File: src/rtl/dpp_pkg.sv
// Shared constants, types and register codes of the diagonal pixel predictor.
package dpp_pkg;

    localparam int MAX_WIDTH      = 4096;
    localparam int SAMPLE_BITS    = 16;
    localparam int COL_BITS       = $clog2(MAX_WIDTH);
    localparam int WIDTH_BITS     = 13;
    localparam int HEIGHT_BITS    = 16;
    localparam int CFG_INDEX_BITS = 2;
    localparam int CFG_DATA_BITS  = 16;

    localparam logic DIR_FORWARD = 1'b0;

    typedef logic [SAMPLE_BITS-1:0] sample_t;
    typedef logic [COL_BITS-1:0]    col_t;

    typedef enum logic [CFG_INDEX_BITS-1:0] {
        REG_DIRECTION    = 2'd0,
        REG_FRAME_WIDTH  = 2'd1,
        REG_FRAME_HEIGHT = 2'd2
    } cfg_reg_t;

    typedef struct packed {
        col_t col;
        logic first_row;
        logic first_col;
        logic last;
    } raster_pos_t;

endpackage

File: src/rtl/dpp_raster_ctrl.sv
// Column and row counters that track the raster position within a frame.
module dpp_raster_ctrl (
    input  logic                             clk,
    input  logic                             rst_n,
    input  logic                             advance,
    input  logic [dpp_pkg::WIDTH_BITS-1:0]   frame_width,
    input  logic [dpp_pkg::HEIGHT_BITS-1:0]  frame_height,
    output dpp_pkg::raster_pos_t             pos
);

    localparam int CMP_BITS = (dpp_pkg::COL_BITS + 1 > dpp_pkg::WIDTH_BITS) ?
                              dpp_pkg::COL_BITS + 1 : dpp_pkg::WIDTH_BITS;
    localparam int ROW_CMP_BITS = dpp_pkg::HEIGHT_BITS + 1;

    dpp_pkg::col_t                  col_reg;
    dpp_pkg::col_t                  col_next;
    logic [dpp_pkg::HEIGHT_BITS-1:0] row_reg;
    logic [dpp_pkg::HEIGHT_BITS-1:0] row_next;

    logic [CMP_BITS-1:0]     width_ext;
    logic [CMP_BITS-1:0]     eff_width;
    logic [CMP_BITS-1:0]     col_plus;
    logic [ROW_CMP_BITS-1:0] eff_height;
    logic [ROW_CMP_BITS-1:0] row_plus;
    logic                    last_col;
    logic                    last_row;

    always_comb
    begin
        width_ext = CMP_BITS'(frame_width);
        if (width_ext == '0)
        begin
            eff_width = CMP_BITS'(1);
        end
        else if (width_ext > CMP_BITS'(dpp_pkg::MAX_WIDTH))
        begin
            eff_width = CMP_BITS'(dpp_pkg::MAX_WIDTH);
        end
        else
        begin
            eff_width = width_ext;
        end
        eff_height = (frame_height == '0) ? ROW_CMP_BITS'(1) : ROW_CMP_BITS'(frame_height);
        col_plus   = CMP_BITS'(col_reg) + CMP_BITS'(1);
        row_plus   = ROW_CMP_BITS'(row_reg) + ROW_CMP_BITS'(1);
        last_col   = col_plus >= eff_width;
        last_row   = row_plus >= eff_height;
    end

    always_comb
    begin
        col_next = col_reg;
        row_next = row_reg;
        if (advance)
        begin
            if (last_col)
            begin
                col_next = '0;
                row_next = last_row ? '0 : row_plus[dpp_pkg::HEIGHT_BITS-1:0];
            end
            else
            begin
                col_next = col_plus[dpp_pkg::COL_BITS-1:0];
            end
        end
    end

    always_ff @(posedge clk or negedge rst_n)
    begin
        if (!rst_n)
        begin
            col_reg <= '0;
            row_reg <= '0;
        end
        else
        begin
            col_reg <= col_next;
            row_reg <= row_next;
        end
    end

    assign pos.col       = col_reg;
    assign pos.first_row = (row_reg == '0);
    assign pos.first_col = (col_reg == '0);
    assign pos.last      = last_col && last_row;

    a_wrap_after_last: assert property (@(posedge clk) disable iff (!rst_n)
        advance && pos.last |=> col_reg == '0 && row_reg == '0)
        else $error("Raster position did not wrap after the last pixel.");

    a_col_step: assert property (@(posedge clk) disable iff (!rst_n)
        advance && !last_col |=> col_reg == dpp_pkg::COL_BITS'($past(col_reg) + 1'b1))
        else $error("Column counter did not step by one.");

endmodule

File: config.mk
export PLATFORM = sky130hd
export DESIGN_NAME = dpp_raster_ctrl
export DESIGN_NICKNAME = d
export VERILOG_FILES = /design/src/rtl/dpp_pkg.sv /design/src/rtl/dpp_raster_ctrl.sv
export SDC_FILE = /design/constraint.sdc
export NUM_CORES = 1
export LEC_CHECK = 0
export BUFFER_PORTS_ARGS = -buffer_cell sky130_fd_sc_hd__buf_2
export CAP_MARGIN = 0
export CORE_ASPECT_RATIO = 0.6
export CORE_MARGIN = 2
export CORE_UTILIZATION = 52
export DETAILED_ROUTE_END_ITERATION = 8
export GPL_TIMING_DRIVEN = 0
export PLACE_DENSITY = 0.79
export SETUP_SLACK_MARGIN = 0.02
export SLEW_MARGIN = 10
export SYNTH_ARGS = -nofsm -noshare
export SYNTH_HDL_FRONTEND = slang
export SYNTH_SLANG_ARGS = --single-unit
File: constraint.sdc
create_clock -name clk -period 2.6 [get_ports clk]
set_input_delay 0 -clock clk [delete_from_list [all_inputs] [get_ports clk]]
set_output_delay 0 -clock clk [all_outputs]
set_load 0.005 [all_outputs]
# [Word level (Yosys, flattened, before mapping)]
# Index checks and enable logic that the tools add are counted.
[totals] register_bits=28 out_inout_bits=15 in_bits=32 wordCells=18
[op_classes] mux=5 add_sub_neg=2 n_reduce_logical=6 order_cmp=3
[op_table] op="zero test 16 bit" count=2
[op_table] op="two-way mux 16 bit" count=2
[op_table] op="two-way mux 13 bit" count=2
[op_table] op="adder 16 x 1 -> 17 bit, second input constant" count=1
[op_table] op="greater-or-equal comparator 17 x 16 -> 1 bit" count=1
[op_table] op="adder 12 x 1 -> 13 bit, second input constant" count=1
[op_table] op="greater-or-equal comparator 13 bit" count=1
[op_table] op="> comparator 13 bit, second input constant" count=1
[op_table] op="zero test 13 bit" count=1
[op_table] op="zero test 12 bit" count=1
[op_table] op="two-way mux 12 bit" count=1
[op_table] op="AND reduction 2 bit" count=1
[op_table] op="logical AND 1 bit" count=1

# [Logic depth before layout (Yosys ltp)]
[logic_depth] ltp_word=5 depth_mapped=14 mapped_depth_nobuf=13

# [Worst setup path before layout]
# Ideal clock, no wire load.
[synth_path] path_kind="reg2reg" startpoint="register col_reg[0]" endpoint="register row_reg[0] (netlist bit)" path_buffers=2 setup_ns=0.125 synth_period_minus_slack_ns=2.875 t_required_ns=2.475 stages_incl_launch_ff=13 t_arrival_ns=2.750 setup_slack_ns=-0.275 path_cell_list="dfrtp_1 ha_1 and3_4 and3_1 buf_2 nand3_1 xnor2_1 ha_1 nand4_1 o21bai_1 o21ai_1 buf_2 mux2_2"
[synth_between] elab_chain_cells=3
[synth_lines] item="start: declaration" line_no="dpp_raster_ctrl.sv:15" source="dpp_pkg::col_t col_reg;"
[synth_lines] item="start signal: assignment" line_no="dpp_raster_ctrl.sv:77" source="col_reg <= col_next;"
[synth_lines] item="adder 12 x 1 -> 13 bit" line_no="dpp_raster_ctrl.sv:44" source="col_plus = CMP_BITS'(col_reg) + CMP_BITS'(1);"
[synth_lines] item="greater-or-equal comparator 13 bit" line_no="dpp_raster_ctrl.sv:46" source="last_col = col_plus >= eff_width;"
[synth_lines] item="AND reduction 2 bit (no source line)"
[synth_lines] item="end signal: assignment" line_no="dpp_raster_ctrl.sv:78" source="row_reg <= row_next;"
[synth_lines] item="end: declaration" line_no="dpp_raster_ctrl.sv:17" source="logic [dpp_pkg::HEIGHT_BITS-1:0] row_reg;"
# Every way passes these cells.
# A chain may end at the register's enable or synchronous reset.

# [Final worst setup path]
[layout_path] startpoint="register col_reg[3]" endpoint="register col_reg[7]"
[layout_between] elab_chain_cells=3
[layout_lines] item="adder 12 x 1 -> 13 bit *" line_no="dpp_raster_ctrl.sv:44"
[layout_lines] item="greater-or-equal comparator 13 bit" line_no="dpp_raster_ctrl.sv:46"
[layout_lines] item="two-way mux 12 bit *" line_no="dpp_raster_ctrl.sv:56" source="if (last_col)"
# Every way passes the cells marked *; elsewhere a longest branch is shown, timed or not.

==> key figures <==
Status
  – Status: complete, but fails checks
  – Failing checks: setup timing

Critical path
  – Nature of the critical path startpoint: flop
  – Reg2reg start: col_reg[3]
  – CP arrival: 3.28 ns
  – Setup crit start: col_reg[3]
  – Crit path top cell by count: and3_4
  – Delay-heaviest family, CP: simple AND/OR/NAND/NOR gates
  – Worst setup EP type: flop
  – Worst Path Buf+Inv: 4
  – Worst-path cell chain: and3_4, and3_4, and3_4, nand3_4, xnor2_2, ha_1, nand4_1, buf_6, a311oi_4, buf_4, nor2_4, buf_6, buf_4, nand3_1, o21ai_0
  – CP max FO: 6
  – Critical Path RT: 2.75 ns
  – Crit path max-delay cell type: dfrtp_2
  – Max incr delay on CP: 0.39 ns
  – Worst Setup Path Type: flop to flop

Timing
  – Slew Limit Headroom: 0.572
  – RSZ-0062 raised after global routing: true
  – Fmax: 319 MHz
  – Final clock skew: 0.00946 ns
  – Worst hold slack: 0.267 ns
  – Final period util: 1.20
  – Slew Viols, Final: 0
  – Worst setup margin: -0.530 ns
  – Final setup violation count: 29
  – Minimum clock period after layout: 3.13 ns
  – Fin. Hold Viols: 0
  – Slew @ Worst Pin: 0.643 ns

Logic synthesis
  – Post-synthesis area per instance: 8.53 um2
  – Ys async rst share: 1.00
  – Flops & latches, synth: 28
  – Mapped Area: 2700 um2
  – YS warnings: 0
  – Number of flops mapped to enable cells by yosys: 0
  – Syn Nets: 381
  – Post-synthesis cell count: 316
  – Count of cell types in the netlist: 49
  – Dominant synthesized flop cell: dfrtp_1
  – Post-synthesis sequential area ratio: 0.260

Die
  – Die width: 96.9 um
  – Core area: 5030 um2
  – Die Y: 59.8 um
  – Die area: 5790 um2
  – Site Rows: 20
  – Initial core utilization: 0.536
  – I/O pin cnt: 47

Routing
  – DR iter-0 viols: 439
  – Vias: 3053
  – DR top layer: met4
  – Vias per cell: 6.32
  – Met3 wire length: 1000 um
  – DRT met1 WL: 4180 um
  – DRC viols: 0
  – First-pass detailed-route iteration total: 5
  – ANT nets after route: 0
  – DR WL met2: 4510 um
  – Final wirelength: 10100 um
  – WL/cell: 20.9 um

Clock network
  – Root Buffer: clkbuf_8
  – H-tree depth: 1
  – Clk Latency, worst-skew pair: 0.29 ns
  – Clock tree buffer depth: 2
  – Worst-path clk slew: 0.10 ns
  – TritonCTS Sinks: 28
  – CTS Buf Count: 3
  – CTS tree: built

Place
  – PortBufs: 46
  – Placed insts: 428
  – Placer Congestion: 0.859
  – Placed instance area: 3060 um2
  – Pre-CTS WS: -0.744 ns
  – Post-DP HPWL: 5430 um

Power and ir drop
  – VDD IR max: 0.455 mV
  – PwrDens: 557 nW/um2
  – Static Leak: 1.97 nW

Layout
  – Share of cells above drive strength 1: 0.451
  – Final Util: 0.783
  – Cell area after layout: 3940 um2
  – Syn-to-layout area delta: 46.1%
  – Layout Cells excl Fill: 483
  – Diode count: 0
  – Register area: 713 um2
  – Area of the multi-input gates: 2190 um2
  – # fillers: 279
  – Final net count: 483
  – Max reg flops: 16

Global routing
  – Vias in the first global route: 2641
  – Total GRT Usage: 0.287
  – First-pass GRT wire length: 13200 um
  – Initial antenna violation count: 0
  – Largest net degree at the start of global routing: 29
  – Grt ovf: 0

Hold path
  – Hold Path Class: primary input to flop
  – Hold_sp: advance

Flow run
  – Max Cap Viol: 0
## synthesized netlist by cell type, types with 5 or more instances
cell type,count,share of area
nor2_1,13,0.018
o31ai_1,5,0.014
xor2_1,8,0.026
nand3_1,24,0.045
nor4_1,11,0.026
o31ai_2,8,0.037
a21oi_1,9,0.017
ha_1,33,0.15
o21ai_0,14,0.026
xnor2_1,15,0.049
nand4_1,5,0.012
nor3_1,8,0.015
nand2_1,40,0.056
dfrtp_1,28,0.26
inv_1,28,0.039
nor2b_1,7,0.016
and3_1,8,0.019
a22o_1,6,0.019
## logic make-up after synthesis
group,Yosys count,share of synthesized area
adders and majority gates,33,0.153
and+or+nand+nor,129,0.251
muxes,2,0.00789
buffers and inverters,40,0.0673
DFF,28,0.260
AOI/OAI and AO/OA,61,0.186
xor gates and xnor gates,23,0.0747
## path summary, 6_finish.rpt
path / end / slack, ns / depth (start not counted)
max: col_reg[7] / -0.53 / 15
min: row_reg[13] / 0.27 / 5
max reg2reg: col_reg[7] / -0.53 / 15
min reg2reg: row_reg[5] / 0.61 / 1
max in group asynchronous: row_reg[5] / 1.85 / 2
min in group asynchronous: col_reg[11] / 0.28 / 2
## layer usage
layer  up-vias  GRT usage
met3        47     0.0608
met5         -          0
met2       209      0.439
met4         0     0.0503
met1      1459      0.427
li1       1338          -
## area by class of cell
class / instances / share of cell area
Multi-Input combinational cell: 248 / 0.557
Buffer: 10 / 0.0229
Clock buffer: 4 / 0.0140
Sequential cell: 28 / 0.181
Inverter: 28 / 0.0267
Tap cell: 66 / 0.0210
Timing Repair Buffer: 99 / 0.178
## metrics by stage
stage               power (W)  setup TNS [ns]
detailed placement    0.00151          -17.85
CTS                   0.00198           -7.63
finish                0.00219          -13.24
global route          0.00231          -14.81
floorplan             0.00126           -3.67
global placement      0.00148          -15.93
## power breakdown
part	leakage (nW)	internal (W)	switching [W]
combinational	1.59	0.000589	0.000680
clock	0.0288	0.000136	0.000147
sequential	0.356	0.000526	0.000114
## repair_timing
item | CTS | global route
hold buffers | 1 | 0
pin swaps | 27 | 27
gates resized for setup | 46 | 53
cloned | 1 | 1
setup endpoints to repair | 29 | 29
hold endpoints to repair | 28 | 0
buffers inserted | 38 | 12
## worst reg2reg max path: stages, from the launching register on
cell and delay [ns]:
dfrtp_2 0.39, and3_4 0.22, and3_4 0.19, and3_4 0.23, nand3_4 0.09, xnor2_2 0.17, ha_1 0.32, nand4_1 0.10
buf_6 0.15, a311oi_4 0.38, buf_4 0.20, nor2_4 0.04, buf_6 0.14, buf_4 0.16, nand3_1 0.10, o21ai_0 0.12
## cell usage in the layout (no fill, tap or decap), types with 3 or more instances in the layout
master	synthesis	layout
dfrtp_1	28	18
clkbuf_1	4	3
o21ai_1	2	3
buf_6	2	12
nand3_4	0	5
nor2_2	0	4
clkbuf_8	0	4
nand2_1	40	28
nand4_1	5	5
ha_4	0	4
nor2_1	13	7
nor3_1	8	7
ha_1	33	29
nor2b_1	7	6
buf_8	1	3
o31ai_1	5	3
nand2_2	0	7
nor4_1	11	10
a31o_4	0	3
a21oi_1	9	5
o21ai_2	0	5
nand3_1	24	20
xor2_1	8	7
a21oi_2	0	4
inv_1	28	28
o21ai_0	14	7
buf_2	4	46
xnor2_1	15	14
and3_1	8	6
o31ai_2	8	8
dfrtp_2	0	10
buf_4	0	40
and3_4	1	3
a22o_1	6	6
nand2_4	0	5
Note: power is estimated with default switching activity, not from simulation.
